`src/hdl/door_stepper_controller_core_macros.svh`:
```
// Assertion macros used by the door stepper controller top level.
`ifndef DOOR_STEPPER_CONTROLLER_CORE_MACROS_SVH
`define DOOR_STEPPER_CONTROLLER_CORE_MACROS_SVH

// Implication checked at every rising edge of clk outside reset.
`define DSC_ASSERT_IMP(label, ante, cons, msg) \
	label: assert property (@(posedge clk) disable iff (!arst_n) (ante) |-> (cons)) \
		else $error(msg);

// Next-cycle implication checked outside reset.
`define DSC_ASSERT_NEXT(label, ante, cons, msg) \
	label: assert property (@(posedge clk) disable iff (!arst_n) (ante) |=> (cons)) \
		else $error(msg);

`endif

```
`src/hdl/dsc_pkg.sv`:
```
// Types, constants and the half-step table of the door stepper controller.
`default_nettype none
package dsc_pkg;

	localparam int PHASES  = 8;
	localparam int PHASE_W = $clog2(PHASES);

	localparam int STEPS_W = 13;
	localparam int TICKS_W = 20;
	localparam int COILS_W = 4;
	localparam int CFG_IDX_W = 2;
	localparam int CFG_DATA_W = 20;

	localparam logic [STEPS_W-1:0] HSPM_RESET   = 13'd4096;
	localparam logic [TICKS_W-1:0] AUTO_RESET   = 20'd10000;
	localparam logic [TICKS_W-1:0] FORCED_RESET = 20'd5000;

	// Register indexes on the configuration port.
	localparam logic [CFG_IDX_W-1:0] CFG_HALF_STEPS   = 2'd0;
	localparam logic [CFG_IDX_W-1:0] CFG_AUTO_CLOSE   = 2'd1;
	localparam logic [CFG_IDX_W-1:0] CFG_FORCED_CLOSE = 2'd2;

	typedef enum logic [1:0] {
		ACT_TICK     = 2'd0,
		ACT_PRESENCE = 2'd1,
		ACT_FORCED   = 2'd2
	} action_t;

	typedef logic [PHASE_W-1:0] phase_t;

	typedef struct packed {
		logic                open_flag;
		logic                active;
		logic                opening;
		phase_t              phase;
		logic [STEPS_W-1:0]  left;
		logic                armed;
		logic [TICKS_W-1:0]  countdown;
		logic [COILS_W-1:0]  coils;
	} state_t;

	typedef struct packed {
		logic [STEPS_W-1:0] half_steps;
		logic [TICKS_W-1:0] auto_close;
		logic [TICKS_W-1:0] forced_close;
	} cfg_t;

	// Packed so that coils sits in the lowest bits of the output data.
	typedef struct packed {
		logic               rejected;
		logic               close_pending;
		logic               moving;
		logic               door_is_open;
		logic [COILS_W-1:0] coils;
	} result_t;

	localparam logic [COILS_W-1:0] HALF_STEP_TABLE [0:7] = '{
		4'd1, 4'd3, 4'd2, 4'd6, 4'd4, 4'd12, 4'd8, 4'd9
	};

	function automatic logic [COILS_W-1:0] half_step(input phase_t ph);
		logic [2:0] idx;
		idx = 3'(ph);
		return HALF_STEP_TABLE[idx];
	endfunction

endpackage
`default_nettype wire

```
`src/hdl/dsc_cfg.sv`:
```
// Configuration registers of the door stepper controller.
`default_nettype none
module dsc_cfg
	import dsc_pkg::*;
(
	input  wire logic                  clk,
	input  wire logic                  arst_n,
	input  wire logic                  cfg_wen,
	input  wire logic [CFG_IDX_W-1:0]  cfg_index,
	input  wire logic [CFG_DATA_W-1:0] cfg_wdata,
	output cfg_t                       cfg
);

	cfg_t cfg_q;

	always_ff @(posedge clk or negedge arst_n) begin
		if (!arst_n) begin
			cfg_q.half_steps   <= HSPM_RESET;
			cfg_q.auto_close   <= AUTO_RESET;
			cfg_q.forced_close <= FORCED_RESET;
		end else if (cfg_wen) begin
			unique case (cfg_index)
				CFG_HALF_STEPS:   cfg_q.half_steps   <= cfg_wdata[STEPS_W-1:0];
				CFG_AUTO_CLOSE:   cfg_q.auto_close   <= cfg_wdata[TICKS_W-1:0];
				CFG_FORCED_CLOSE: cfg_q.forced_close <= cfg_wdata[TICKS_W-1:0];
				default: ;
			endcase
		end
	end

	assign cfg = cfg_q;

endmodule
`default_nettype wire

```
`src/hdl/dsc_step.sv`:
```
// Single-pass update of the door state for one request.
`default_nettype none
module dsc_step
	import dsc_pkg::*;
(
	input  wire state_t       cur,
	input  wire cfg_t         cfg,
	input  wire logic [1:0]   action,
	input  wire logic         value,
	output state_t            nxt,
	output result_t           res
);

	localparam phase_t PH_LAST = phase_t'(PHASES - 1);

	state_t st;
	logic   rej;

	always_comb begin
		st  = cur;
		rej = 1'b0;
		unique case (action)
			ACT_TICK: begin
				if (cur.active) begin
					if (cur.left != '0) begin
						st.coils = half_step(cur.phase);
						if (cur.opening)
							st.phase = (cur.phase == PH_LAST) ? '0 : cur.phase + 1'b1;
						else
							st.phase = (cur.phase == '0) ? PH_LAST : cur.phase - 1'b1;
						st.left = cur.left - 1'b1;
					end
					if (st.left == '0) begin
						st.active    = 1'b0;
						st.open_flag = cur.opening;
					end
				end else if (cur.armed) begin
					if (cur.countdown <= TICKS_W'(1)) begin
						st.countdown = '0;
						st.armed     = 1'b0;
						if (cur.open_flag) begin
							st.active  = 1'b1;
							st.opening = 1'b0;
							st.phase   = PH_LAST;
							st.left    = cfg.half_steps;
							st.coils   = '0;
						end
					end else begin
						st.countdown = cur.countdown - 1'b1;
					end
				end
			end
			ACT_PRESENCE: begin
				if (cur.active) begin
					rej = 1'b1;
				end else if (value) begin
					st.armed     = 1'b0;
					st.countdown = '0;
					if (!cur.open_flag) begin
						st.active  = 1'b1;
						st.opening = 1'b1;
						st.phase   = '0;
						st.left    = cfg.half_steps;
						st.coils   = '0;
					end
				end else if (!cur.armed) begin
					st.armed     = 1'b1;
					st.countdown = cfg.auto_close;
				end
			end
			ACT_FORCED: begin
				if (cur.active) begin
					rej = 1'b1;
				end else if (value) begin
					if (!cur.open_flag) begin
						st.active  = 1'b1;
						st.opening = 1'b1;
						st.phase   = '0;
						st.left    = cfg.half_steps;
						st.coils   = '0;
					end
					// A forced open always ends with the forced close countdown armed.
					st.armed     = 1'b1;
					st.countdown = cfg.forced_close;
				end else begin
					st.armed     = 1'b0;
					st.countdown = '0;
					if (cur.open_flag) begin
						st.active  = 1'b1;
						st.opening = 1'b0;
						st.phase   = PH_LAST;
						st.left    = cfg.half_steps;
						st.coils   = '0;
					end
				end
			end
			default: ;
		endcase
	end

	assign nxt               = st;
	assign res.coils         = st.coils;
	assign res.door_is_open  = st.open_flag;
	assign res.moving        = st.active;
	assign res.close_pending = st.armed;
	assign res.rejected      = rej;

endmodule
`default_nettype wire

```
`src/hdl/door_stepper_controller_core.sv`:
```
// Top level of the door stepper controller: handshakes, state and result registers.
//
// Half-step sequencer for a four-coil door stepper. Each request (a one-millisecond
// tick, a presence report or a forced open/close command, selected by s_tuser) yields
// exactly one result carrying the coil pattern and the door status after that request.
// A request is taken into an input register, the door state is updated by a single
// pass of logic, and the result register is loaded from that pass when it is empty or
// being emptied, so one request is taken every clock cycle
// while the output side keeps up. Presence and forced requests that arrive during a
// motion are ignored and flagged as rejected. Configuration writes are taken at any
// time but must only be made while no request is in flight.
`default_nettype none
`include "door_stepper_controller_core_macros.svh"
module door_stepper_controller_core
	import dsc_pkg::*;
(
	input  wire logic                  clk,
	input  wire logic                  arst_n,
	input  wire logic                  s_tvalid,
	output logic                       s_tready,
	input  wire logic [7:0]            s_tdata,   // [0] value, [7:1] zero
	input  wire logic [1:0]            s_tuser,   // [1:0] action
	output logic                       m_tvalid,
	input  wire logic                  m_tready,
	// [3:0] coils, [4] door_is_open, [5] moving, [6] close_pending, [7] rejected
	output logic [7:0]                 m_tdata,
	input  wire logic                  cfg_wen,
	input  wire logic [CFG_IDX_W-1:0]  cfg_index,
	input  wire logic [CFG_DATA_W-1:0] cfg_wdata
);

	logic       v_s1;
	logic [1:0] action_s1;
	logic       value_s1;
	logic       out_valid_q;
	result_t    result_q;
	state_t     state_q;
	state_t     state_nxt;
	result_t    result_nxt;
	cfg_t       cfg;
	logic       advance;

	dsc_cfg u_cfg (
		.clk       (clk),
		.arst_n    (arst_n),
		.cfg_wen   (cfg_wen),
		.cfg_index (cfg_index),
		.cfg_wdata (cfg_wdata),
		.cfg       (cfg)
	);

	dsc_step u_step (
		.cur    (state_q),
		.cfg    (cfg),
		.action (action_s1),
		.value  (value_s1),
		.nxt    (state_nxt),
		.res    (result_nxt)
	);

	// The input stage moves on whenever the result register is empty or being emptied.
	assign advance  = !out_valid_q || m_tready;
	assign s_tready = !v_s1 || advance;

	always_ff @(posedge clk or negedge arst_n) begin
		if (!arst_n) begin
			v_s1 <= 1'b0;
		end else if (s_tready) begin
			v_s1 <= s_tvalid;
		end
	end

	always_ff @(posedge clk) begin
		if (s_tready && s_tvalid) begin
			action_s1 <= s_tuser;
			value_s1  <= s_tdata[0];
		end
	end

	always_ff @(posedge clk or negedge arst_n) begin
		if (!arst_n) begin
			out_valid_q <= 1'b0;
			state_q     <= '0;
		end else if (advance) begin
			out_valid_q <= v_s1;
			if (v_s1)
				state_q <= state_nxt;
		end
	end

	always_ff @(posedge clk) begin
		if (advance && v_s1)
			result_q <= result_nxt;
	end

	assign m_tvalid = out_valid_q;
	assign m_tdata  = result_q;

	`DSC_ASSERT_IMP(a_still_no_steps, !state_q.active, state_q.left == '0, "steps left while still")
	`DSC_ASSERT_IMP(a_disarmed_zero, !state_q.armed, state_q.countdown == '0, "countdown left when disarmed")
	`DSC_ASSERT_IMP(a_coil_pattern, state_q.coils != '0, ($countones(state_q.coils) == 1) || ($countones(state_q.coils) == 2), "coil pattern not a half step")
	`DSC_ASSERT_NEXT(a_accept_loads, s_tvalid && s_tready, v_s1, "accepted request lost")

endmodule
`default_nettype wire
```
`config.mk`:
```
export PLATFORM = sky130hd
export DESIGN_NAME = door_stepper_controller_core
export DESIGN_NICKNAME = d
export VERILOG_FILES = /design/src/hdl/dsc_pkg.sv /design/src/hdl/dsc_cfg.sv /design/src/hdl/dsc_step.sv /design/src/hdl/door_stepper_controller_core.sv
export VERILOG_INCLUDE_DIRS = /design/src /design/src/hdl
export SDC_FILE = /design/constraint.sdc
export NUM_CORES = 1
export LEC_CHECK = 0
export BUFFER_PORTS_ARGS = -buffer_cell sky130_fd_sc_hd__clkbuf_2
export CORE_MARGIN = 2
export CORE_UTILIZATION = 60
export CTS_BUF_LIST = sky130_fd_sc_hd__clkbuf_2
export CTS_CLUSTER_DIAMETER = 80
export DETAILED_ROUTE_END_ITERATION = 10
export PLACE_DENSITY = 0.87
export SLEW_MARGIN = 20
export SYNTH_ARGS = -nofsm -noshare
export SYNTH_HDL_FRONTEND = slang
export SYNTH_SLANG_ARGS = --single-unit
```
`constraint.sdc`:
```
create_clock -name clk -period 3.4 [get_ports clk]
set_input_delay 0.17 -clock clk [delete_from_list [all_inputs] [get_ports clk]]
set_output_delay 0.17 -clock clk [all_outputs]
set_load 0.03 [all_outputs]
```
==> results of run 1 <==
==> cell families (layout without fill, tap and decap cells) <==
family	Yosys count	after routing	share of synthesized area, %
AOI/OAI and AO/OA	193	193	21.53
buffers and inverters	60	119	3.751
muxes	58	58	10.39
and+or+nand+nor	173	173	15.47
adders and majority gates	16	16	3.210
xor gates and xnor gates	3	3	0.4213
DFF	110	110	45.24
==> cell usage in the layout, fill, tap and decap left out, types with 9 or more instances in the layout <==
cell type	synthesis	final
nand4_1	9	9
o21ai_0	42	41
mux2_2	54	54
nand2_1	42	42
buf_4	0	13
clkbuf_2	0	49
dfstp_2	11	11
nor2_1	33	33
dfrtp_1	88	88
o31ai_1	10	10
dlygate4sd3_1	0	28
edfxtp_1	11	11
o2bb2ai_1	9	9
inv_1	21	21
a22o_1	15	15
nor3_1	17	17
ha_1	16	16
a21oi_1	40	40
==> layer usage <==
metal | vias to the layer above | routed length [microns] | GRT usage (%)
met4 | 0 | 384 | 13.53
met1 | 2647 | 6718 | 39.30
met3 | 30 | 947 | 4.292
li1 | 2437 | - | -
met2 | 238 | 7587 | 46.77
met5 | - | 0 | 0
==> worst max-delay path, cell delays in order, from the launching register on <==
cell,delay (ps)
edfxtp_1,480
inv_1,90
ha_1,340
or2_2,440
o21ai_0,250
nand3_1,150
a21oi_1,570
o21ai_0,270
o2bb2ai_1,210
==> power by group through the flow <==
stage / Clock, W / Sequential, W / Combinational, W
5_1_grt: 0.000625 / 0.00204 / 0.00257
4_1_cts: 0.000571 / 0.00198 / 0.00230
6_report: 0.000568 / 0.00200 / 0.00234
3_3_place_gp: 0 / 0.00198 / 0.00218
2_1_floorplan: 0 / 0.00185 / 0.00176
3_5_place_dp: 0 / 0.00201 / 0.00226
==> registers in the layout, indices dropped and copies added (netlist names) <==
signal,count
v_s1,1
action_s1,2
m_tvalid,1
u_cfg.cfg,53
state_q,44
m_tdata,8
value_s1,1
==> stage by stage <==
| stage | utilization, % | hold slack, ps | instances |
|---|---|---|---|
| 6_report | 68.42 | 53.47 | 808 |
| 5_1_grt | 68.42 | 24.85 | 808 |
| 4_1_cts | 68.10 | 17.03 | 805 |
| 3_5_place_dp | 64.26 | 141.6 | 761 |
| 3_3_place_gp | 64.26 | 139.0 | 761 |
| 2_1_floorplan | - | -125.6 | 613 |
==> final timing paths <==
kind	to	start	slack, ps	depth (start not counted)
worst max-delay path	state_q[6]	action_s1[0]	550	8
worst min register to register	m_tvalid	v_s1	510	2
max in group asynchronous	u_cfg.cfg[33]	arst_n	2360	4
worst min-delay path	u_cfg.cfg[51]	cfg_index[0]	50	3
worst max register to register	state_q[6]	action_s1[0]	550	8
min in group asynchronous	u_cfg.cfg[28]	arst_n	530	3
==> final cells by class <==
type                    instances  area, sq um
flip-flops and latches        110         2821
inverters                      21        78.83
clock buffers                  11        55.05
well taps                     136        170.2
fillers                       785         3217
repair buffers                 82        610.6
multi-input cells             443         3187
clock inverters                 5        45.04
==> impl_metrics.csv, run 1 <==
group,metric,value,unit
power_and_ir_drop,sw_frac_of_total,45.35,%
timing,finalHoldViolCount,0,
power_and_ir_drop,pwr-share-comb,47.7,%
timing,tns,0,ps
route,routed_wl,15.64,mm
power_and_ir_drop,p_sw,0.002227,W
route,detail-route-antenna-nets,0,
run,drv_cap,0,
logic_synthesis,ys.flop_type,"dfrtp_1",
logic_synthesis,synth_area,6237,sq um
worst_setup_path,cp_max_fo,12,
power_and_ir_drop,power_frac_seq,40.7,%
logic_synthesis,postSynthAreaPerCell,10.17,sq um
route,wl_per_cell,19.35,microns
floorplan,io_pins,47,
logic_synthesis,yosysSeqAreaShare,45.24,%
floorplan,coreArea,10180,sq um
clock_tree,ctsResizeCount,0,
placed_design,pre_cts_ws,604.4,ps
route,vias,5352,
placed_design,gp_congestion,0.9373,
placed_design,place_area,6545,sq um
route,avgViaCountPerCell,6.624,
floorplan,die_h,106.0,microns
global_route,grt_usage,29.12,%
clock_tree,cts_sinks,110,
logic_synthesis,ys.warnings.count,0,
logic_synthesis,synthCells,613,
clock_tree,clkTransAtPathRegs,310,ps
global_route,grt_start_max_net_pins,35,
power_and_ir_drop,clkPwrFrac,11.6,%
power_and_ir_drop,finalPower,0.004910,W
global_route,grt_pass1_vias,5225,
worst_setup_path,cp.arrival,3410,ps
floorplan,die_w,106.0,microns
clock_tree,cts_tree,"yes",
logic_synthesis,synth_edf_count,11,
clock_tree,cts_max_level,3,
global_route,overflow,0,
clock_tree,postCtsHoldBufs,28,
route,drt_iter0_drc,514,
timing,skew,36.23,ps
logic_synthesis,ys_top_cells_by_area,"dfrtp_1, mux2_2, edfxtp_1",
logic_synthesis,yosys.cell_count.top_type,"dfrtp_1",
logic_synthesis,synth_commonest_cells,"dfrtp_1, mux2_2, nand2_1, o21ai_0, a21oi_1",
floorplan,row_count,37,
global_route,grt_pass1_wl,25.70,mm
timing,min_period,2854,ps
timing,rsz0062_at_grt,"no",
clock_tree,clock_path_buffers,2,
logic_synthesis,ys_ff_latch,110,
finish,drive_gt1_share,22.77,%
hold_path,min_path_type,"in -> reg",
finish,stdcell_area,6968,sq um
timing,setup_viol,0,
power_and_ir_drop,p_leak,2.963,nW
logic_synthesis,synthDistinctLibCells,69,
clock_tree,cts_root_buf,"clkbuf_2",
power_and_ir_drop,p_per_area,704.6,nW/um^2
timing,timing.slew.headroom,34.59,%
timing,fin_ws,545.9,ps
power_and_ir_drop,p_int,0.002683,W
worst_setup_path,critPathRequiredTime,3960,ps
worst_setup_path,end_kind,"register",
placed_design,dp_hpwl,10.96,mm
clock_tree,clkLatencyLatePin,640,ps
finish,area_growth,11.72,%
clock_tree,post-cts-setup-buffer-count,0,
placed_design,io_buffer_count,39,
worst_setup_path,critical_path_class,"reg -> reg",
timing,period_share,83.94,%
finish,nets,720,
timing,max_freq,0.3504,GHz
clock_tree,cts_buffers,9,
logic_synthesis,synth_top_area_share,35.31,%
route,drt_first_pass_iters,6,
timing,slew_violations,0,
logic_synthesis,async_reset_ff_share,90.00,%
route,post-route-drc-count,0,
status,status,"complete, no violations",
floorplan,die_area,11230,sq um
global_route,antenna_found_initial,0,
finish,diodes,0,
power_and_ir_drop,ir_drop,349.2,uV
worst_setup_path,startpoint_type,"register",
floorplan,start_util,61.24,%
timing,tightest_slew,976.8,ps
logic_synthesis,synth_top_area_cell,"dfrtp_1",
logic_synthesis,synth_nets,666,
No activity file was read; power rests on OpenSTA's default activity.
==> inputs of run 2 (changes only) <==
clock period = 2.8 ns   (was 3.4 ns; I/O delays follow)
==> impl_metrics.csv, run 2 (synthesis gave the netlist of run 1 again) <==
group,metric,value,unit
clock_tree,cts_sinks,110,
timing,period_share,93.91,%
worst_setup_path,critical_path_class,"reg -> reg",
hold_path,min_path_type,"in -> async",
global_route,grt_pass1_vias,5337,
route,drt_iter0_drc,634,
finish,drive_gt1_share,24.01,%
global_route,grt_usage,29.97,%
finish,final_common_cell,"dfrtp_1",
placed_design,pre_cts_ws,253.2,ps
worst_setup_path,cp_max_fo,17,
route,avgViaCountPerCell,6.523,
placed_design,dp_hpwl,11.26,mm
worst_setup_path,startpoint_type,"register",
finish,area_growth,12.80,%
timing,finalHoldViolCount,0,
timing,rsz0062_at_grt,"no",
worst_setup_path,end_kind,"register",
placed_design,io_buffer_count,39,
timing,tightest_slew,803.2,ps
floorplan,die_w,106.0,microns
floorplan,die_h,106.0,microns
clock_tree,clock_path_buffers,2,
route,routed_wl,15.82,mm
clock_tree,cts_max_level,3,
floorplan,row_count,37,
run,drv_cap,0,
timing,slew_violations,0,
global_route,overflow,0,
clock_tree,cts_tree,"yes",
timing,tns,0,ps
power_and_ir_drop,p_per_area,864.8,nW/um^2
power_and_ir_drop,p_leak,3.017,nW
global_route,grt_pass1_wl,26.63,mm
finish,diodes,0,
finish,multi_input_comb_area,3187,sq um
route,drt_first_pass_iters,5,
finish,layout.area.seq,2821,sq um
status,status,"complete, no violations",
timing,skew,40.59,ps
global_route,antenna_found_initial,0,
worst_setup_path,critPathRequiredTime,3380,ps
worst_setup_path,cp.arrival,3210,ps
finish,nets,731,
timing,max_freq,0.3803,GHz
clock_tree,clkTransAtPathRegs,300,ps
timing,timing.slew.headroom,46.45,%
timing,fin_ws,170.5,ps
timing,min_period,2629,ps
clock_tree,cts_root_buf,"clkbuf_2",
route,post-route-drc-count,0,
route,wl_per_cell,19.32,microns
clock_tree,clkLatencyLatePin,620,ps
floorplan,start_util,61.24,%
clock_tree,cts_buffers,9,
finish,layout_common_cells,"dfrtp_1, mux2_2, clkbuf_2",
floorplan,coreArea,10180,sq um
placed_design,gp_congestion,0.9195,
power_and_ir_drop,finalPower,0.006084,W
route,vias,5342,
finish,fill_cells,779,
finish,largest_register_ff_count,53,
power_and_ir_drop,ir_drop,488.3,uV
floorplan,io_pins,47,
global_route,grt_start_max_net_pins,62,
timing,setup_viol,0,
worst_setup_path,rrSetupSlack,170,ps
floorplan,die_area,11230,sq um
route,detail-route-antenna-nets,0,
## run 2: stage by stage
step	area (sq um)	utilization, %	hold WS (ps)	cells
floorplan	6237	-	-155.6	613
global placement	6670	65.49	272.5	776
detailed placement	6670	65.49	279.8	776
CTS	7036	69.08	86.77	819
global route	7036	69.08	98.23	819
finish	7036	69.08	88.88	819
## run 2: path summary, 6_finish.rpt
path | from | endpoint | cells past startpoint
setup / recovery | state_q[13] | state_q[38] | 6
min in group clk | cfg_index[0] | u_cfg.cfg[48] | 4
setup reg to reg | state_q[13] | state_q[38] | 6
hold / removal | arst_n | u_cfg.cfg[19] | 2
hold reg to reg | v_s1 | m_tvalid | 2
max in group asynchronous | arst_n | u_cfg.cfg[7] | 3
## run 2: what timing repair did
item | in CTS | in global routing
buffers inserted | 0 | 0
resized for setup | 0 | 0
hold endpoints to repair | 121 | 0
hold buffers | 27 | 0
## run 2: routing by layer
metal	GRT usage [%]	vias to the layer above	routed length [microns]
met2	49.82	250	7862
met4	11.65	0	430
met5	0	-	0
li1	-	2458	-
met3	3.863	37	1035
met1	40.31	2597	6491
## run 2: worst max-delay path: stages (launching register included)
cell and delay, ps:
dfrtp_1 500, nor4_1 430, nand4_1 230, or3_1 440, a31o_2 410, or3b_1 430
o2bb2ai_1 150
## run 2: cell type report
class	count	area share, %
tap	136	2.419
clock inverter	6	0.6402
timing repair buffer	93	9.710
multi-input combinational	443	45.30
clock buffer	10	0.7114
inverter	21	1.120
sequential	110	40.10
## run 2: power by group
group,switching (W),internal [W]
logic,0.00176,0.00124
clock network,0.000540,0.000131
registers,0.000439,0.00198
